===== src/rtl/mpva_ram.sv =====
`timescale 1ns / 1ps
module mpva_ram #(
  parameter int WIDTH = 8,
  parameter int DEPTH = 16
) (
  input  logic                                 clk,
  input  logic                                 we,
  input  logic [(DEPTH > 1 ? $clog2(DEPTH) : 1)-1:0] waddr,
  input  logic [WIDTH-1:0]                     wdata,
  input  logic [(DEPTH > 1 ? $clog2(DEPTH) : 1)-1:0] raddr,
  output logic [WIDTH-1:0]                     rdata
);

  logic [WIDTH-1:0] mem [DEPTH];

  always_ff @(posedge clk) begin
    if (we) begin
      mem[waddr] <= wdata;
    end
    rdata <= mem[raddr];
  end

endmodule


===== config.mk =====
export PLATFORM = sky130hd
export DESIGN_NAME = mpva_ram
export DESIGN_NICKNAME = d
export VERILOG_FILES = /design/src/rtl/mpva_ram.sv
export SDC_FILE = /design/constraint.sdc
export NUM_CORES = 1
export LEC_CHECK = 0
export ABC_CLOCK_PERIOD_IN_PS = 2020
export BUFFER_PORTS_ARGS = -buffer_cell sky130_fd_sc_hd__buf_2
export CAP_MARGIN = 20
export CORE_AREA = 4 4 107 109
export CTS_CLUSTER_SIZE = 8
export DETAILED_ROUTE_END_ITERATION = 8
export DIE_AREA = 0 0 111 113
export PLACE_DENSITY = 0.71
export SLEW_MARGIN = 20
export SYNTH_ARGS = -nofsm -noshare
export SYNTH_HDL_FRONTEND = slang
export SYNTH_SLANG_ARGS = --single-unit

===== constraint.sdc =====
create_clock -name clk -period 2.02 [get_ports clk]
set_clock_uncertainty 0.2 [all_clocks]
set_input_delay 0.101 -clock clk [delete_from_list [all_inputs] [get_ports clk]]
set_output_delay 0.101 -clock clk [all_outputs]
set_load 0.03 [all_outputs]

==> results.md, run 1 <==
- Setup repair after global routing left no endpoint under its margin.
- Pin placement for this block handled 26 I/O pins.
- The latest clock arrival within the worst-skew pair is 0.51 ns.
- The clock transition at the register clock pins on the worst setup and hold paths after CTS is roughly 0.06 ns.
- The via count of the first global-routing pass is 2666.
- The maximum frequency from static timing analysis is roughly 0.57 GHz.
- The mapped cell area is approximately 5000 um^2.
- The peak fanout along the critical path is 8.
- Counting instances in the post-synthesis netlist gives the leading cell types as sky130_fd_sc_hd__edfxtp_1, sky130_fd_sc_hd__mux4_2, sky130_fd_sc_hd__a22oi_1.
- Global routing used between 10% and 20% of the available tracks.
- TritonCTS built the clock tree.
- By area the synthesized netlist is led by sky130_fd_sc_hd__edfxtp_1, sky130_fd_sc_hd__mux4_2, sky130_fd_sc_hd__mux4_1.
- The peak per-stage delay on the critical path is between 0.5 and 0.6 ns.
- The initial core utilization is 48.5%.
- The cell area after layout is roughly 6300 um^2.
- The top flip-flop cell by instance count after synthesis is sky130_fd_sc_hd__edfxtp_1.
- The type of the worst setup path is in -> reg.
- The total routed wirelength is between 9000 and 10000 um.
- Counting flops with a built-in enable in the synthesized netlist gives 128.
- The critical path goes through dlygate4sd3_1, buf_2, nor3_1, dlygate4sd3_1, buf_4.
- Once placement finished, the instance area stood at between 5000 and 6000 um^2.
- The mean routed wirelength per cell is about 21 um.
- The worst-path cell with the longest stage delay is sky130_fd_sc_hd__dlygate4sd3_1.
- Data arrives at the worst endpoint at 1.77 ns.
- The number of distinct library cell variants in the gate-level netlist after synthesis is 19.
- The layout cell share with drive strength beyond 1 is a little under a third.
- The number of gates given a new drive strength after cts is 0.
- Dividing total power by cell area gives a power density of roughly 1100 nW/um^2.
- After layout, the worst path uses 87.1% of the clock period.
- The number of synthesis warnings is 0.
- The fill cell instance count of the final layout is about 700.
- The tree is rooted in a sky130_fd_sc_hd__clkbuf_8.
- The post-synth net total is roughly 250.
- The remaining max-slew budget at the tightest pin is approximately 57%.
- The vertical die dimension is approximately 110 um.
- After floorplanning, the core was divided into 38 placement rows.
- The hold violation count in the final report is 0.
- Setup violations remaining at the end of the flow were counted as 0.
- The cell seen most often among critical-path stages is sky130_fd_sc_hd__dlygate4sd3_1.
- Entering global routing, the biggest net connects 33 pins.
- The sequential-to-total area share from yosys stat is roughly 78%.
- The share of synthesized area in the top cell type comes to about three quarters.
- At the pin with the least slew margin, the transition time is between 0.6 and 0.7 ns.
- The leakage power is approximately 2.2 nW.
- The total inserted antenna cells is 0.
- Post-CTS timing repair inserted 0 buffers for setup.
- Before antenna repair, the detailed router went through 4 iterations.
- The total overflow left after global routing is 0.
- The number of antenna violations at the first check in global routing was 0.
- The final total negative setup slack is 0 ns.
- Setup slack on the worst reg-to-reg path comes out at between 0.4 and 0.5 ns.
- The maximum ir drop on the vdd rail is ~470 uV.
- The clock net in this run drives a total of 136 sinks.
- Of all flip-flops after synthesis, the portion carrying an async set or reset was 0%.
- The number of remaining DRC errors is 0.
- The path type of the worst min-delay path is in -> reg.
- For this block, the via count after detailed routing is 2516.
- The detailed router finished its first iteration with 310 violations.
- STA classifies the critical path startpoint as a primary input.
- At the end of the flow, the number of nets in the layout was ~310.
- The critical path required time is ~2.0 ns.
- CTS built an H-tree with a depth of 4.
- sky130_fd_sc_hd__edfxtp_1 takes more of the synthesized area than any other cell.
- The flow ran to the end, and the final reports show no timing, DRC or antenna violations.
- The count of input and output buffers is 25.
- The area of all sequential standard cells is between 4000 and 5000 um^2.
- Routability-driven placement finished with a final weighted congestion of a little under 0.8.
- After detailed routing, the number of vias per cell comes to roughly 5.6.
- The max-slew violation count came to 0.
- The die footprint is around 13000 um^2.
- In the synthesized netlist, the number of instances is between 200 and 250.
- The first-pass GRT wire length is around 16000 um.
- After synthesis, the mean cell area works out to 22.5 um^2.
- STA classifies the critical path endpoint as a register.
- The number of violations of the max-capacitance limit is 0.
- In this run the deepest clock path goes through 2 buffers.
- The most frequent cell after synthesis is sky130_fd_sc_hd__edfxtp_1.
- The HPWL after detailed placement is ~6000 um.
- In the final layout, the multi-input gates occupy between 1000 and 1500 um^2.
- Synthesis inferred 136 register bits.
- The number of buffers created by CTS is 17.
- From synthesis to final layout, the design area changed by 22.7%.
- The floorplan die width is roughly 110 um.
- The minimum clock period is about 1.8 ns.
- In this run the standard cell core region covers 10600 um^2.
- The number of nets with antenna violations after routing is 0.
==> layer usage <==
| metal | vias up | track usage (%) | wire length [um] |
|---|---|---|---|
| li1 | 1110 | - | - |
| met5 | - | 0 | 0 |
| met1 | 1329 | 22.6 | 4200 |
| met4 | 0 | 5.67 | 112 |
| met3 | 10 | 5.35 | 345 |
| met2 | 67 | 28.5 | 4950 |
==> critical path: cells and delay by family <==
family,cells,cell delay [ns]
buffers and inverters,4,1.48
and+or+nand+nor,1,0.18
==> power by group <==
group          switching [mW]  leakage, nW  internal, mW  total (mW)
sequential             0.0172         1.22          3.16        3.17
combinational           0.197        0.642         0.144       0.341
clock                    1.10        0.321          2.22        3.32
total                    1.31         2.19          5.52        6.84
==> worst paths after layout <==
kind,startpoint,end,depth (start not counted)
worst max-delay path,waddr[0],mem[0][2]$_DFFE_PP_,5
worst min-delay path,raddr[0],rdata[1]$_DFF_P_,4
worst max register to register,mem[0][3]$_DFFE_PP_,rdata[3]$_DFF_P_,3
worst min register to register,mem[14][2]$_DFFE_PP_,rdata[2]$_DFF_P_,3
==> cell usage in the layout (no fill, tap or decap) <==
master / n
sky130_fd_sc_hd__a22oi_1: 16
sky130_fd_sc_hd__clkinvlp_4: 1
sky130_fd_sc_hd__mux4_1: 14
sky130_fd_sc_hd__nor2_1: 13
sky130_fd_sc_hd__and2_1: 1
sky130_fd_sc_hd__clkinv_2: 4
sky130_fd_sc_hd__clkbuf_8: 4
sky130_fd_sc_hd__clkbuf_16: 16
sky130_fd_sc_hd__nor3_1: 4
sky130_fd_sc_hd__dlygate4sd3_1: 13
sky130_fd_sc_hd__dfxtp_1: 8
sky130_fd_sc_hd__nand3_1: 1
sky130_fd_sc_hd__or3b_2: 1
sky130_fd_sc_hd__clkinv_4: 1
sky130_fd_sc_hd__buf_4: 18
sky130_fd_sc_hd__mux4_2: 18
sky130_fd_sc_hd__and2b_1: 1
sky130_fd_sc_hd__nor2b_1: 1
sky130_fd_sc_hd__buf_2: 25
sky130_fd_sc_hd__bufinv_16: 5
sky130_fd_sc_hd__nand2b_1: 2
sky130_fd_sc_hd__inv_6: 1
sky130_fd_sc_hd__edfxtp_1: 128
sky130_fd_sc_hd__nand3b_1: 2
sky130_fd_sc_hd__buf_12: 2
sky130_fd_sc_hd__nand2_1: 9
==> cell type report <==
class	instances	share of cell area, %
clock inverter	12	3.09
timing repair buffer	58	6.81
tap	140	2.77
sequential	136	63.4
multi-input combinational	83	16.7
clock buffer	20	7.21
==> logic make-up (layout without fill, tap and decap cells) <==
| family | after synthesis | after routing | share of synthesized area [%] |
|---|---|---|---|
| flops | 136 | 136 | 77.8 |
| compound gates | 16 | 16 | 2.33 |
| buf+inv | 10 | 90 | 1.68 |
| mux | 32 | 32 | 15.0 |
| simple gates | 35 | 35 | 3.18 |
==> repair_timing <==
item | CTS | global route
setup endpoints to repair | 0 | 0
hold buffers | 13 | 0
hold endpoints to repair | 164 | 0
==> state kept, by name (all words and copies together), names as in the netlist <==
signal / cells
rdata: 8
mem: 128
==> per-stage QoR <==
step                      util, %  hold slack (ns)  instances  power, mW  worst slack [ns]
after floorplan                 -        -0.000131        229       3.42             0.226
after global placement       52.2            0.286        404       3.55             0.175
after detailed placement     52.2            0.296        404       3.56             0.173
after CTS                    59.6          0.00775        449       6.91             0.329
after global routing         59.6           0.0448        449       7.09             0.269
final                        59.6           0.0326        449       6.84             0.261
Power figures use the tool's default switching activity.
==> run 2: changes to the inputs <==
- ABC_CLOCK_PERIOD_IN_PS: 2020 -> default
- CORE_AREA: 4 4 107 109 -> 4 4 98 100
- DIE_AREA: 0 0 111 113 -> 0 0 102 104
- PLACE_DENSITY: 0.71 -> 0.82
==> results.md, run 2 (synthesized netlist as in run 1, its figures left out) <==
- The run finished with clean final reports.
- The total area inside the core boundary comes to ~8700 um^2.
- The number of remaining DRC errors is 0.
- The critical path required time is 2.06 ns.
- The initial core utilization is 59.3%.
- The via count of the first global-routing pass came to about 2700.
- The maximum number of buffers from clock root to sink is 2.
- The HPWL after detailed placement is ~6300 um.
- The hold violation count in the final report is 0.
- The number of H-tree levels is 4.
- Along the worst path, the maximum fanout reaches 5.
- The die footprint is approximately 11000 um^2.
- The number of buffers created by CTS is 17.
- The largest individual stage delay along the critical path comes from the cell sky130_fd_sc_hd__dlygate4sd3_1.
- The register name with the most flops is mem.
- The final global-route overflow total is 0.
- Max-cap violations in this run came to 0.
- The mean routed wirelength per cell is ~26 um.
- The congestion estimate from routability-driven global placement came to ~0.75.
- The count of input and output buffers is 25.
- The peak per-stage delay on the critical path is around 0.6 ns.
- The worst register-to-register path has a setup slack of between 0.4 and 0.5 ns.
- The remaining max-slew budget at the tightest pin is about two thirds.
- The cell chosen for the clock root is sky130_fd_sc_hd__clkbuf_8.
- The first global-routing pass estimated approximately 17000 um of wire.
- At the pin with the least slew margin, the transition time is 0.502 ns.
- The minimum clock period is 1.95 ns.
- The number of antenna violations at the first check in global routing is 0.
- Clock latency on the worst-skew pair, taken at its later pin, is about 0.52 ns.
- At the worst endpoint, the arrival time is just under 2 ns.
- The total global routing track utilization is 23.0%.
- The max-slew violation count is 0.
- By startpoint and endpoint, the worst setup path is classified as in -> reg.
- The first detailed-routing pass took 7 iterations.
- In the routed layout, each cell is associated on average with a via count of 6.15.
- The top cell types in the final layout, fill and taps aside, are sky130_fd_sc_hd__edfxtp_1, sky130_fd_sc_hd__buf_2, sky130_fd_sc_hd__buf_4.
- The routed layout has around 2600 vias.
- The worst path uses 96.4% of the clock period.
- For this design, the sink count on the clock tree is 136.
- The total routed wirelength is roughly 11000 um.
- The maximum frequency from static timing analysis is about 0.51 GHz.
- The repair_antennas step left the layout with diodes totalling 0.
- The final hold slack is 0.0272 ns.
- Summed over all failing endpoints, the final setup total negative slack is 0 ns.
- After clock tree synthesis, the clock-pin slew on the worst setup and hold paths is roughly 0.06 ns.
- The cell seen most often among critical-path stages is sky130_fd_sc_hd__dlygate4sd3_1.
- The path type of the worst min-delay path is in -> reg.
- The die is 102 um wide.
- The layout cell share with drive strength beyond 1 is between 30% and 40%.
- The register with the most flip-flops in the layout has approximately 130 of them.
- Once detail routing completed, the nets flagged for antenna violations numbered 0.
- The library cell used most frequently in the layout, excluding fill and tap cells, is sky130_fd_sc_hd__edfxtp_1.
- The floorplan step set the die height to between 100 and 150 um.
- Setup repair after global routing could not meet its margin everywhere.
- The signed area change from the synthesized netlist to the final layout is 21.7%.
- In this run the static leakage power is 2.17 nW.
- The largest registers in the layout are mem x128, rdata x8.
- STA classifies the critical path endpoint as a register.
- The critical path goes through dlygate4sd3_1, buf_2, nand3b_1, dlygate4sd3_1, nor2_1, buf_4.
- Entering global routing, the biggest net connects 33 pins.
- TritonCTS built the clock tree.
- Setup violations remaining at the end of the flow were counted as 0.
- Power spread over the standard cell area amounts to ~1000 nW/um^2.
- Summing internal, switching and leakage power gives approximately 6.5 mW.
- The total number of nets in the final design is 320.
- The number of rows created at floorplan is 34.
- Across the VDD grid, the largest voltage drop is 553 uV.
- The critical path startpoint category is a primary input.
- The number of primary I/O pins is 26.
- In this run, the number of DRC markers left after iteration 0 of detailed routing was around 310.
-- run 2: final timing paths --
| kind | cells past startpoint | start | endpoint |
|---|---|---|---|
| max | 6 | we | mem[5][1]$_DFFE_PP_ |
| min | 4 | waddr[3] | mem[2][4]$_DFFE_PP_ |
| max reg2reg | 3 | mem[1][1]$_DFFE_PP_ | rdata[1]$_DFF_P_ |
| min reg2reg | 3 | mem[14][0]$_DFFE_PP_ | rdata[0]$_DFF_P_ |
-- run 2: what timing repair did --
item	in CTS	in global routing
hold buffers	17	0
resized for setup	0	0
endpoints found under the hold margin	177	0
setup endpoints to repair	0	4
setup buffers	0	0
-- run 2: cell type report --
type | instances | area [um^2]
Multi-Input combinational cell | 83 | 1060
Clock inverter | 15 | 166
Timing Repair Buffer | 64 | 485
Fill cell | 492 | 2420
Sequential cell | 136 | 4000
Clock buffer | 17 | 414
Tap cell | 108 | 135
-- run 2: stage by stage --
stage / cell area [um^2] / utilization, % / worst slack [ns] / cells
finish: 6260 / 72.2 / 0.0723 / 423
global route: 6260 / 72.2 / -0.00609 / 423
CTS: 6260 / 72.2 / 0.100 / 423
floorplan: 5150 / - / 0.226 / 229
global placement: 5510 / 63.5 / 0.276 / 374
detailed placement: 5510 / 63.5 / 0.240 / 374
-- run 2: report_power, final --
group | switching (mW) | total (mW) | internal, mW
clock | 1.22 | 3.01 | 1.78
combinational | 0.207 | 0.357 | 0.151
sequential | 0.0214 | 3.18 | 3.15
-- run 2: worst max-delay path, delay by kind of cell --
kind,cells,cell delay [ns]
buffers and inverters,4,1.47
AND/OR/NAND/NOR,2,0.41
-- run 2: routing by layer --
metal  vias to the layer above  wire length [um]  track usage (%)
li1                       1120                 -                -
met1                      1333              4330             31.4
met2                       132              5630             35.6
met3                        17               709             6.24
met4                         0               235             9.09
met5                         -                 0                0
==> run 3: changes to the inputs <==
- CORE_AREA: 4 4 98 100 -> 4 4 127 129
- DIE_AREA: 0 0 102 104 -> 0 0 131 133
- PLACE_DENSITY: 0.82 -> 0.55
==> results.md, run 3 (synthesized netlist as in run 1, its figures left out) <==
- In this run the critical register-to-register path is launched from mem[8][7]$_DFFE_PP_.
- The floorplan step defined a die boundary enclosing around 17000 um^2.
- In this run the number of cells on the critical path is 3.
- In this run the power density over the cells is between 1000 and 1500 nW/um^2.
- In the routed design, unresolved DRC markers number 0.
- The CTS tree is yes.
- The run finished with clean final reports.
- Clock-pin slew was measured on the worst setup and hold paths at 0.05 ns.
- Setup repair after global routing left no endpoint under its margin.
- The layout cell share with drive strength beyond 1 is around 30%.
- More flip-flops sit in one register than any other, and that register is mem.
- Gates resized during post-CTS repair numbered 0.
- The total routed wirelength is approximately 10000 um.
- The number of buffers and inverters on the critical path is 0.
- Setup violations remaining at the end of the flow were counted as 0.
- The final weighted congestion in routability-driven placement is approximately 0.73.
- Data on the critical path is required at its endpoint by 2.10 ns.
- For this run, the top clock speed supported by timing is 0.642 GHz.
- The depth of the most critical reg-to-reg path is 3.
- The number of primary I/O pins is 26.
- Traced cell by cell, the critical path runs through mux4_2, a22oi_1, nand2_1.
- The H-tree was split into 4 levels.
- Among all stages on the critical path, the largest delay is contributed by sky130_fd_sc_hd__mux4_2.
- Clock tree synthesis found a total of between 100 and 150 sinks.
- The post-detailed-route via-to-cell ratio is just under 5.
- The number of nets with antenna violations after routing is 0.
- The core footprint is between 15000 and 20000 um^2.
- The minimum setup slack among reg-to-reg paths is ~0.46 ns.
- Clock tree synthesis inserted a total of 17 buffers.
- The leakage power is 2.11 nW.
- The data arrival time at the worst-slack endpoint is between 1.5 and 2 ns.
- The library cells used most frequently in the layout, excluding fill and tap cells, are sky130_fd_sc_hd__edfxtp_1, sky130_fd_sc_hd__buf_2, sky130_fd_sc_hd__buf_4.
- The initial detailed-routing violation count is around 280.
- The number of flip-flops in the largest register is ~130.
- No sink is reached through more buffers than the 2 on the longest clock path.
- The via count of the first global-routing pass was roughly 2600.
- The peak fanout along the critical path is 1.
- The pin count of the biggest net entering global routing is 33.
- The terminus of the critical flop-to-flop path is rdata[7]$_DFF_P_.
- The number of hold buffers added after CTS was 8.
- The vertical die dimension is 133 um.
- The signed area change from the synthesized netlist to the final layout is 20.8%.
- Buffers placed on the I/O ports in this run total 25.
- IR analysis of the VDD net gives a maximum drop of about 680 uV.
- The post-CTS setup repair buffer count is 0.
- The number of antenna violations at the first check in global routing is 0.
- STA classifies the critical path endpoint as a register.
- The library cell used most frequently in the layout, excluding fill and tap cells, is sky130_fd_sc_hd__edfxtp_1.
- The clock period could shrink to between 1.5 and 2 ns.
- Adding up every negative setup slack in the final design gives 0 ns.
- The first global-routing pass estimated 15900 um of wire.
- After global routing the overflow that remains totals 0.
- The pre-CTS setup slack is 0.232 ns.
- The setup path with the least slack is of type reg -> reg.
- The number of search-and-repair iterations in the first detailed-routing pass is 4.
- The floorplan die width is approximately 130 um.
- The worst setup path endpoint is rdata[7]$_DFF_P_.
- The remaining max-slew budget at the tightest pin is between 60% and 70%.
- In this run the most critical hold path is launched from waddr[0].
- The max-slew violation count is 0.
- The total global routing track utilization is approximately an eighth.
- The tightest min-delay check is of the in -> reg type.
- Tracing the worst setup path back leads to its startpoint at mem[8][7]$_DFFE_PP_.
- After legalization and detailed placement, the total HPWL measured 6560 um.
- At the later pin of the worst-skew pair, clock insertion delay measures around 0.41 ns.
- The critical path startpoint category is a register.
- The largest registers in the layout are mem x128, rdata x8.
- The mean routed wirelength per cell is between 20 and 25 um.
- Clock tree synthesis selected as its root buffer the cell sky130_fd_sc_hd__clkbuf_16.
- The number of rows created at floorplan is 45.
- The largest delay contributor family on the critical path is multiplexers.
- The initial utilization of the core area, before any placement, comes to 34.2%.
- Once routing completed, OpenROAD measured the worst setup slack at 0.462 ns.
- The peak per-stage delay on the critical path is approximately 0.47 ns.
- The transition time at the pin with the least slew margin is approximately 0.51 ns.
- The hold violation count in the final report is 0.
- In the final design database the tool counted 310 nets.
- The total inserted antenna cells is 0.
- The tool flagged a number of max-cap violations equal to 0.
- The final critical path takes up roughly 77% of the cycle.
- The overall via count from detail_route is between 2000 and 2500.
run 3: cell types whose count changed in the layout (fill, tap and decap cells not counted), sizes merged:
cell / delta
clkbuf: +10
inv: -7
dlygate4sd3: -9
clkinvlp: -2
bufinv: -1
buf: -1
run 3: through the flow:
step | cell area (um^2) | cells | power, mW | hold slack, ns | util, %
after global placement | 5600 | 453 | 3.56 | 0.295 | 37.3
after CTS | 6220 | 493 | 6.37 | 0.0443 | 41.4
final | 6220 | 493 | 6.30 | 0.0560 | 41.4
after global routing | 6220 | 493 | 6.54 | 0.0570 | 41.4
after detailed placement | 5600 | 453 | 3.57 | 0.304 | 37.3
after floorplan | 5150 | 229 | 3.42 | -0.000131 | -
run 3: worst min-delay path by stage:
stage | to | slack [ns] | depth (start not counted)
floorplan | mem[0][0]$_DFFE_PP_ | -0.0001 | 0
CTS | mem[8][1]$_DFFE_PP_ | 0.04 | 3
detailed placement | mem[8][5]$_DFFE_PP_ | 0.30 | 1
global route | mem[8][1]$_DFFE_PP_ | 0.06 | 3
global placement | mem[3][2]$_DFFE_PP_ | 0.29 | 1
finish | mem[8][5]$_DFFE_PP_ | 0.06 | 3
run 3: layout make-up:
type                       count  area, um^2
fill                        1322        8820
sequential                   136        4000
multi-input combinational     83        1060
clock buffer                  27         483
timing repair buffer          54         388
tap                          188         235
clock inverter                 5        50.0
run 3: where the power goes:
group	internal, mW	switching (mW)	total, mW
clock network	1.75	1.03	2.78
logic	0.140	0.202	0.342
registers	3.16	0.0201	3.18
run 3: worst min-delay path, stage by stage:
cell and delay, ns:
sky130_fd_sc_hd__buf_2 0.14, sky130_fd_sc_hd__nor3_1 0.06, sky130_fd_sc_hd__buf_4 0.18
run 3: metal layers:
metal | track usage (%) | vias up | routed length (um) | part of all wire (%)
met5 | 0 | - | 0 | 0
met4 | 3.77 | 0 | 64 | 0.61
met3 | 4.84 | 5 | 547 | 5.2
met2 | 19.3 | 64 | 5080 | 48
met1 | 18.3 | 1274 | 4790 | 46
li1 | - | 1101 | - | -
